### config.mk
export PLATFORM = sky130hd
export DESIGN_NAME = mtil_div
export DESIGN_NICKNAME = d
export VERILOG_FILES = /design/src/hw/rtl/mtil_pkg.sv /design/src/hw/rtl/mtil_div.sv
export SDC_FILE = /design/constraint.sdc
export NUM_CORES = 1
export LEC_CHECK = 0
export BUFFER_PORTS_ARGS = -buffer_cell sky130_fd_sc_hd__buf_2
export CAP_MARGIN = 20
export CORE_MARGIN = 2
export CORE_UTILIZATION = 40
export CTS_BUF_LIST = sky130_fd_sc_hd__clkbuf_8
export DETAILED_ROUTE_END_ITERATION = 16
export GPL_TIMING_DRIVEN = 0
export HOLD_SLACK_MARGIN = 0.06
export PLACE_DENSITY_LB_ADDON = 0.25
export SETUP_SLACK_MARGIN = 0.15
export SLEW_MARGIN = 25
export SYNTH_ARGS = -nofsm -noshare
export SYNTH_HDL_FRONTEND = slang
export SYNTH_SLANG_ARGS = --single-unit
### constraint.sdc
create_clock -name clk -period 8.27 [get_ports clk]
set_input_delay 1.654 -clock clk [delete_from_list [all_inputs] [get_ports clk]]
set_output_delay 1.654 -clock clk [all_outputs]
set_load 0.005 [all_outputs]
### src/hw/rtl/mtil_pkg.sv
// Shared constants, codes and types for the monotonic table inverse lookup.
`default_nettype none

package mtil_pkg;

  localparam int TABLE_DEPTH_DEF   = 1024;
  localparam int FRACTION_BITS_DEF = 16;

  localparam int INDEX_W     = 10;  // entry_index and last_index width
  localparam int SAMPLE_W    = 32;  // signed sample and query width
  localparam int IN_TDATA_W  = 80;  // 10 + 32 + 32 bits, padded to bytes
  localparam int CFG_INDEX_W = 1;
  localparam int CFG_DATA_W  = 10;

  // Item kinds carried in the slave-side tuser
  localparam logic OP_WRITE = 1'b0;
  localparam logic OP_QUERY = 1'b1;

  // Configuration register indexes
  localparam logic [CFG_INDEX_W-1:0] CFG_LAST_INDEX = 1'd0;
  localparam logic [CFG_INDEX_W-1:0] CFG_RANGE_MODE = 1'd1;

  // Out-of-range handling
  localparam logic MODE_CLAMP = 1'b0;
  localparam logic MODE_ERROR = 1'b1;

  localparam logic [INDEX_W-1:0] LAST_INDEX_RST = 10'd1023;

  typedef struct packed {
    logic busy;
    logic done;
  } div_status_t;

  // Largest power of two that does not exceed v (v >= 1)
  function automatic logic [INDEX_W-1:0] top_pow2(input logic [INDEX_W-1:0] v);
    logic [INDEX_W-1:0] p;
    p = '0;
    for (int i = 0; i < INDEX_W; i++) begin
      if (v[i]) begin
        p = INDEX_W'(1) << i;
      end
    end
    return p;
  endfunction

endpackage

`default_nettype wire

### src/hw/rtl/mtil_div.sv
// Restoring radix-2 unsigned divider, one quotient bit per cycle.
`default_nettype none

module mtil_div #(
  parameter int N_W = 49,
  parameter int D_W = 33
) (
  input  wire logic                clk,
  input  wire logic                rst,
  input  wire logic                start,
  input  wire logic [N_W-1:0]      dividend,
  input  wire logic [D_W-1:0]      divisor,
  output mtil_pkg::div_status_t    status,
  output logic      [N_W-1:0]      quotient
);

  localparam int CNT_W = $clog2(N_W + 1);

  logic             busy;
  logic             done;
  logic [CNT_W-1:0] cnt;
  logic [D_W-1:0]   rem;
  logic [D_W-1:0]   dsr;
  logic [D_W:0]     trial;
  logic             fits;

  assign trial = {rem, quotient[N_W-1]};
  assign fits  = trial >= {1'b0, dsr};

  always_ff @(posedge clk) begin
    if (rst) begin
      busy <= 1'b0;
      done <= 1'b0;
      cnt  <= '0;
    end else begin
      done <= 1'b0;
      if (start) begin
        busy     <= 1'b1;
        cnt      <= CNT_W'(N_W);
        quotient <= dividend;
        dsr      <= divisor;
        rem      <= '0;
      end else if (busy) begin
        // shift one dividend bit in, subtract when the divisor fits
        rem      <= fits ? D_W'(trial - {1'b0, dsr}) : trial[D_W-1:0];
        quotient <= {quotient[N_W-2:0], fits};
        cnt      <= cnt - CNT_W'(1);
        if (cnt == CNT_W'(1)) begin
          busy <= 1'b0;
          done <= 1'b1;
        end
      end
    end
  end

  assign status.busy = busy;
  assign status.done = done;

endmodule

`default_nettype wire

# --- After elaboration in Yosys (flattened, before gate mapping) ---
# Index checks and enable logic that the tools add are counted.
totals:
  regBits: 123
  inputBits: 85
op_classes:
  n_reduce_logical: 5
  magnitude_cmp: 1
  n_addsub: 2
  bitwise: 2
  n_mux: 10
  n_eq_ne: 1
ops:
  columns: ["op", "count"]
  rows:
  - ["$mux W49", 2]
  - ["$mux W33", 2]
  - ["$ge A34 B33 Y1", 1]
  - ["$sub A33 B33 Y33", 1]
  - ["$mux W6", 2]
  - ["$eq A6 B1 Y1 const B", 1]
  - ["$sub A6 B1 Y6 const B", 1]
  - ["$mux W1", 4]
  - ["$reduce_and A2 Y1", 2]
  - ["$reduce_or A3 Y1", 1]
  - ["$not A1 Y1", 2]
  - ["$reduce_bool A2 Y1", 1]
  - ["$reduce_or A2 Y1", 1]

# --- Logic depth before layout (Yosys ltp) ---
# Gate-level depths: netlist of the first run.
depth:
  ltp_word: 4
  depth_mapped: 15

# --- Worst setup path before layout of the first run ---
# No wires, ideal clock.
synth_path:
  path_type: "input port to flip-flop"
  from: "input start"
  to: "register quotient[0], enable pin"
  arrival_time_ns: 5.763
  setup_slack_ns: 1.985
  setup_ns: 0.523
  n_path_buf: 2
  stages: 4
  t_required_ns: 7.747
  cell_sequence: "clkbuf_1 > clkbuf_1 > nor2_1 > nor2_1"
synth_via:
  elab_chain_cells: 2
synth_rtl:
  columns: ["item", "line_no", "rtl"]
  rows:
  - ["start: declaration", "mtil_div.sv:10", "input wire logic start,"]
  - ["$reduce_bool A2 Y1 (no line)", null, null]
  - ["$reduce_and A2 Y1 (no line)", null, null]
  - ["end signal: assignment", "mtil_div.sv:40", "quotient <= dividend;"]
  - ["end signal: assignment", "mtil_div.sv:46", "quotient <= {quotient[N_W-2:0], fits};"]
  - ["end: declaration", "mtil_div.sv:14", "output logic [N_W-1:0] quotient"]
# No other way between the ends.
# A chain may end at the register's enable or synchronous reset.

# --- Final worst setup path of the first run ---
layout_path:
  from: "input start"
  to: "register quotient[5], enable pin"
# Same word-level chain as after synthesis.

==> run metrics, run 1 <==
Yosys top cell area share 49.8%; register bit count reported by yosys 123; pre-CTS WS 4.25 ns; P per Cell Area 203 nW/um2; clk slew on worst S/H paths 0.07 ns; Clock Skew 0.0126 ns; critical path launch point type input port; status complete, no violations; Horiz. Die Dim 136 um; cts hold-fix bufs 0; clk sink count 123; R2R depth 15; Unique masters post-synth 61; total wire length 16100 um; DP Area 8040 um2; die footprint 18400 um2; drt via density 5.28; syn_area_per_cell 11.6 um2; Syn Nets 719; H-tree levels 4; initial core utilization 40.5%; worst slew pin tran 0.646 ns; dpl hpwl 12100 um; total number of vias 5240; Routed Antenna Nets 0; Port Buffers 134; initial antenna violation count 0; FMAX 0.288 GHz; Iteration-0 DRC Markers 335; R2R setup slack 5.02 ns; Yosys top cell by area edfxtp_1; placed cells 962; P_leak 3.56 nW; Final nets 877; Worst Path Required 8.42 ns; share of layout cells above drive strength 1 30.7%; Avg WL per Cell 16.2 um; io pins 136; Worst Setup Path Type in -> reg; post-layout util 49.1%; Power, Total 1.71 mW; unrepaired setup endpoints after global routing no; Non-Filler Instances 993; Top FF cell, synth edfxtp_1; max-cap viol count 0; finished layout cell area 8400 um2; HP Class reg -> reg; Clk Tree Root Cell clkbuf_8; register area share after synthesis 52.1%; CP Data Arrival Time 3.62 ns; Die Y 136 um; Setup crit end kind flop; Setup Buffers After CTS 0; vias in the first global route 5409; Diodes inserted 0; setup slack after layout 4.80 ns; Final Setup Violations 0; YS warnings 0; Peak VDD IR 0.133 mV; GRT Total Usage 18.3%; core box area 17100 um2; Area Growth Syn to Fin 21.0%; Final Cycle Share 41.9%; Setup Total Neg Slack 0 ns; std cell rows 48; routability congestion estimate 0.873; fin. max-slew vios 0; later-pin clock latency in the skew report 0.45 ns; Post-synth top cells edfxtp_1 (115), mux2_2 (50), nor2_1 (50), inv_1 (46), a21oi_1 (36); post-cts resize count 0; total CTS buffers 17; Max FO, Critical Path 25; CTS tree built; DR pass1 iterations 6; Hold Path Cell Cnt 2; most common cell in the synthesized netlist edfxtp_1; synthesized instance count 598; asr flop ratio synth 0%; first-pass GRT wire length 26300 um; number of synthesized flops with an enable pin 115; Tmin final 3.47 ns; gr ovfl total 0; WHS 0.509 ns; final hold vios 0; worst rel slew slack 56.9%; top cells by area, synth edfxtp_1 (50%), mux2_2 (8.1%), ha_1 (6.3%), mux2i_1 (2.9%), nor2_1 (2.7%); DR DRC count 0; largest net degree at the start of global routing 26; Bufs on Longest Clock Path 2; Fill cells 1574; Post-Syn Area 6940 um2
worst max-delay path, stage by stage:
cell,delay (ns)
buf_2,0.13
clkbuf_1,0.46
clkbuf_1,0.46
nor2_1,0.17
nor2_4,0.33
buf_16,0.22
buf_16,0.19
final timing paths:
kind,startpoint,to
worst max-delay path,start,quotient[5]
worst min-delay path,cnt[1],cnt[1]
worst max register to register,quotient[48],rem[26]
worst min register to register,cnt[1],cnt[1]
final cells by class:
class	instances	area [um2]	area share, %
clock buffers	17	234	2.79
well taps	225	282	3.35
multi-input cells	402	3040	36.1
plain buffers	27	133	1.58
inverters	46	173	2.06
repair buffers	139	808	9.62
flip-flops and latches	123	3610	43.0
clock inverters	14	121	1.44
routing by layer:
metal  global-route usage [%]  vias up  routed length (um)  part of all wire [%]
met5                        0        -                   0                     0
met4                     6.02        0                 184                   1.1
met3                     7.11       15                1390                   8.6
met2                     30.8      206                7800                    48
met1                     21.5     2466                6760                    42
li1                         -     2553                   -                     -
logic make-up (layout without fill, tap and decap cells):
logic type / after synthesis / after routing / synth area share [%]
flops: 123 / 123 / 52.1
mux: 70 / 70 / 11.0
compound gates: 125 / 125 / 12.2
buf+inv: 73 / 243 / 4.40
simple gates: 141 / 141 / 9.92
xor+xnor: 30 / 30 / 3.79
fa+ha+maj: 36 / 36 / 6.60
cells in the final DEF (no fill, tap or decap), drive strengths merged, types with 5 or more instances in the layout:
cell    count
a211oi      9
a21o       17
a21oi      36
and2        5
and3       16
buf       149
clkbuf     34
clkinv      5
dfxtp       8
edfxtp    115
ha         35
inv        50
mux2       50
mux2i      20
nand2      25
nand3      10
nand4       8
nor2       51
nor3       12
o21a        6
o21ai      17
o21bai      5
xnor2      21
xor2        9
sequential cells by signal, summed over array words and instances (netlist names):
register and flops:
busy 1, cnt 6, done 1, dsr 33, quotient 49, rem 33
power by group:
group | total [mW] | internal [mW] | switching [mW] | leakage [nW]
clock | 0.494 | 0.236 | 0.258 | 0.170
combinational | 0.443 | 0.201 | 0.242 | 2.23
sequential | 0.771 | 0.746 | 0.0249 | 1.16
Note: power is estimated with default switching activity, not from simulation.
==> run 2: changes to the inputs <==
Settings changed: ABC_AREA set to 1.
Clock period 8.27 ns to 3.06 ns, I/O delays scaled along.
==> run 2 against run 1 <==
Compared with the run above: core utilization down 0.48 points; setup slack got worse by 4.3 ns; synthesized area up 19%; hold slack got worse by 0.19 ns; global-route usage increased by 2.3 points; first-iteration DRC count up 22%; routed wire length rose by 34%; critical endpoint is now rem[16].
==> run metrics, run 2 <==
status complete, no violations; post-cts resize count 0 (unchanged); later-pin clock latency in the skew report 0.46 ns (about the same); total wire length 21700 um (+34%); clk sink count 123 (unchanged); hold worst-path end dsr[29]; CP max stage delay 0.47 ns (about the same); finished layout cell area 9830 um2 (+17%); total number of vias 7048 (+35%); share of layout cells above drive strength 1 19.6% (-11 points); Buf+Inv Stages, Crit Path 3 (-2); fin. max-slew vios 0 (unchanged); Avg WL per Cell 14.0 um (-14%); worst reg2reg startpoint quotient[48]; Yosys top cell by area edfxtp_1; gr ovfl total 0 (unchanged); DR pass1 iterations 5 (-1); drt via density 4.54 (-14%); unrepaired setup endpoints after global routing no; Port Buffers 134 (unchanged); initial antenna violation count 0 (unchanged); Post-Syn Area 8260 um2 (+19%); CTS tree built; top cells by area, synth edfxtp_1 (42%), nand2_1 (21%), inv_1 (8.9%), ha_1 (5.3%), nor2_1 (5.0%); initial core utilization 40.8% (+0.29 points); dpl hpwl 17300 um (+43%); critical path launch point type flop; worst slew pin tran 0.639 ns (-0.00690 ns); CP cell instances inv_1, ha_1, inv_1, fa_1, nand3_2, nand3_4, nand2_4, a21oi_2, nor2_4, buf_4, nor2_1, nor2_1; P per Cell Area 553 nW/um2 (+170%); max-cap viol count 0 (unchanged); Iteration-0 DRC Markers 408 (+22%); commonest non-fill, non-tap cell in the layout nand2_1; YS warnings 0 (unchanged); placed cells 1519 (+58%); final hold vios 0 (unchanged); Syn Nets 1231 (+71%); Unique masters post-synth 43 (-30%); Routed Antenna Nets 0 (unchanged); die footprint 21800 um2 (+18%); number of synthesized flops with an enable pin 115 (unchanged); Bufs on Longest Clock Path 2 (unchanged); Final nets 1389 (+58%); total CTS buffers 17 (unchanged); io pins 136 (unchanged); Peak VDD IR 0.318 mV (+140%); Area Growth Syn to Fin 19.0%; Worst Path Required 3.32 ns (-5.10 ns); Post-synth top cells nand2_1 (457), inv_1 (196), edfxtp_1 (115), nor2_1 (109), ha_1 (35); std cell rows 52 (+8.3%); hold path start divisor[29]; P_leak 5.24 nW (+47%); register area share after synthesis 43.7% (-8.3 points); Final Cycle Share 85.1%; DP Area 9430 um2 (+17%); DR DRC count 0 (unchanged); Clk Tree Root Cell clkbuf_8; FMAX 0.384 GHz; H-tree levels 4 (unchanged); Crit path max-delay family simple AND/OR/NAND/NOR gates; clk slew on worst S/H paths 0.10 ns (+0.03 ns); HP Class in -> reg; Final Setup Violations 0 (unchanged); R2R setup slack 0.46 ns (-4.56 ns); Horiz. Die Dim 148 um (+8.8%); Clock Skew 0.0209 ns (+0.00828 ns); R2R depth 12 (-3); Yosys top cell area share 41.8% (-8.0 points); routability congestion estimate 0.918 (+5.2%); syn_area_per_cell 7.44 um2 (-36%); first-pass GRT wire length 34900 um (+33%); register bit count reported by yosys 123 (unchanged); Worst Setup Path Type reg -> reg; cts hold-fix bufs 0 (unchanged); Tmin final 2.60 ns; synthesized instance count 1110 (+86%); reg-to-reg endpoint rem[16]; asr flop ratio synth 0% (unchanged); Die Y 148 um (+8.8%); Non-Filler Instances 1551 (+56%); Top FF cell, synth edfxtp_1; worst rel slew slack 57.2% (+0.30 points); slowest CP cell fa_1; largest register by flop count quotient; most frequent cells in the layout nand2_1 (457), inv_1 (196), buf_2 (138); max FFs per register 49 (unchanged); Setup Buffers After CTS 0 (unchanged); Hold Path Cell Cnt 1 (-1); largest net degree at the start of global routing 23 (-12%); most common cell in the synthesized netlist nand2_1; Max FO, Critical Path 10 (-60%); GRT Total Usage 20.6% (+2.3 points); core box area 20200 um2 (+18%); CP Data Arrival Time 2.87 ns (-0.75 ns); vias in the first global route 6801 (+26%); Diodes inserted 0 (unchanged); Setup crit end kind flop; biggest regs quotient x49, dsr x33, rem x33
-- run 2: changes by cell type after synthesis, moves of 21 or more --
cell,previous run,this run
nand2_1,24,457
nor2_1,50,109
nand3_2,0,21
inv_1,46,196
mux2_2,50,0
-- run 2: final cells by class --
cell class | instances | area, um2
buffer | 24 | 153
clock buffer | 17 | 234
clock inverter | 15 | 170
fill | 2044 | 10400
inverter | 206 | 774
multi-input combinational | 757 | 3740
sequential | 123 | 3610
tap | 270 | 338
timing repair buffer | 139 | 808
-- run 2: where the power goes --
| group | internal (mW) | switching [mW] |
|---|---|---|
| logic | 0.632 | 1.12 |
| registers | 2.06 | 0.0871 |
| clock network | 0.695 | 0.848 |
| total | 3.38 | 2.06 |
-- run 2: layer usage --
metal,track usage (%),part of all wire (%),up-vias
li1,-,-,3708
met3,5.46,6.6,22
met4,5.53,1.8,0
met1,27.1,46,3129
met2,33.6,46,189
met5,0,0,-
-- run 2: cells by family (layout without fill, tap and decap cells) --
logic type                 after synthesis  count (layout)  synth area share [%]
adders and majority gates               36              36                  5.54
AOI/OAI and AO/OA                       29              29                  1.98
DFF                                    123             123                  43.7
and+or+nand+nor                        675             675                  35.7
xor gates and xnor gates                17              17                  1.80
buffers and inverters                  230             401                  11.2
-- run 2: metrics by stage --
stage               setup TNS [ns]  total power, mW  hold WS, ns  utilization (%)  worst slack [ns]
finish                           0             5.44        0.319             48.6             0.457
global route                     0             5.80        0.298             48.6             0.317
CTS                              0             5.48        0.290             48.6             0.444
detailed placement               0             3.94        0.497             46.6             0.479
global placement            -62.36             3.89        0.485             45.9            -0.707
floorplan                        0             3.40        0.455                -             0.190
-- run 2: worst max path at each step --
stage / from / end / slack, ns / depth (start not counted)
after floorplan: start / quotient[0] / 0.19 / 4
after global placement: start / quotient[22] / -0.71 / 4
after detailed placement: quotient[48] / rem[16] / 0.48 / 12
after CTS: quotient[48] / rem[16] / 0.44 / 12
after global routing: quotient[48] / rem[16] / 0.32 / 12
final: quotient[48] / rem[16] / 0.46 / 12
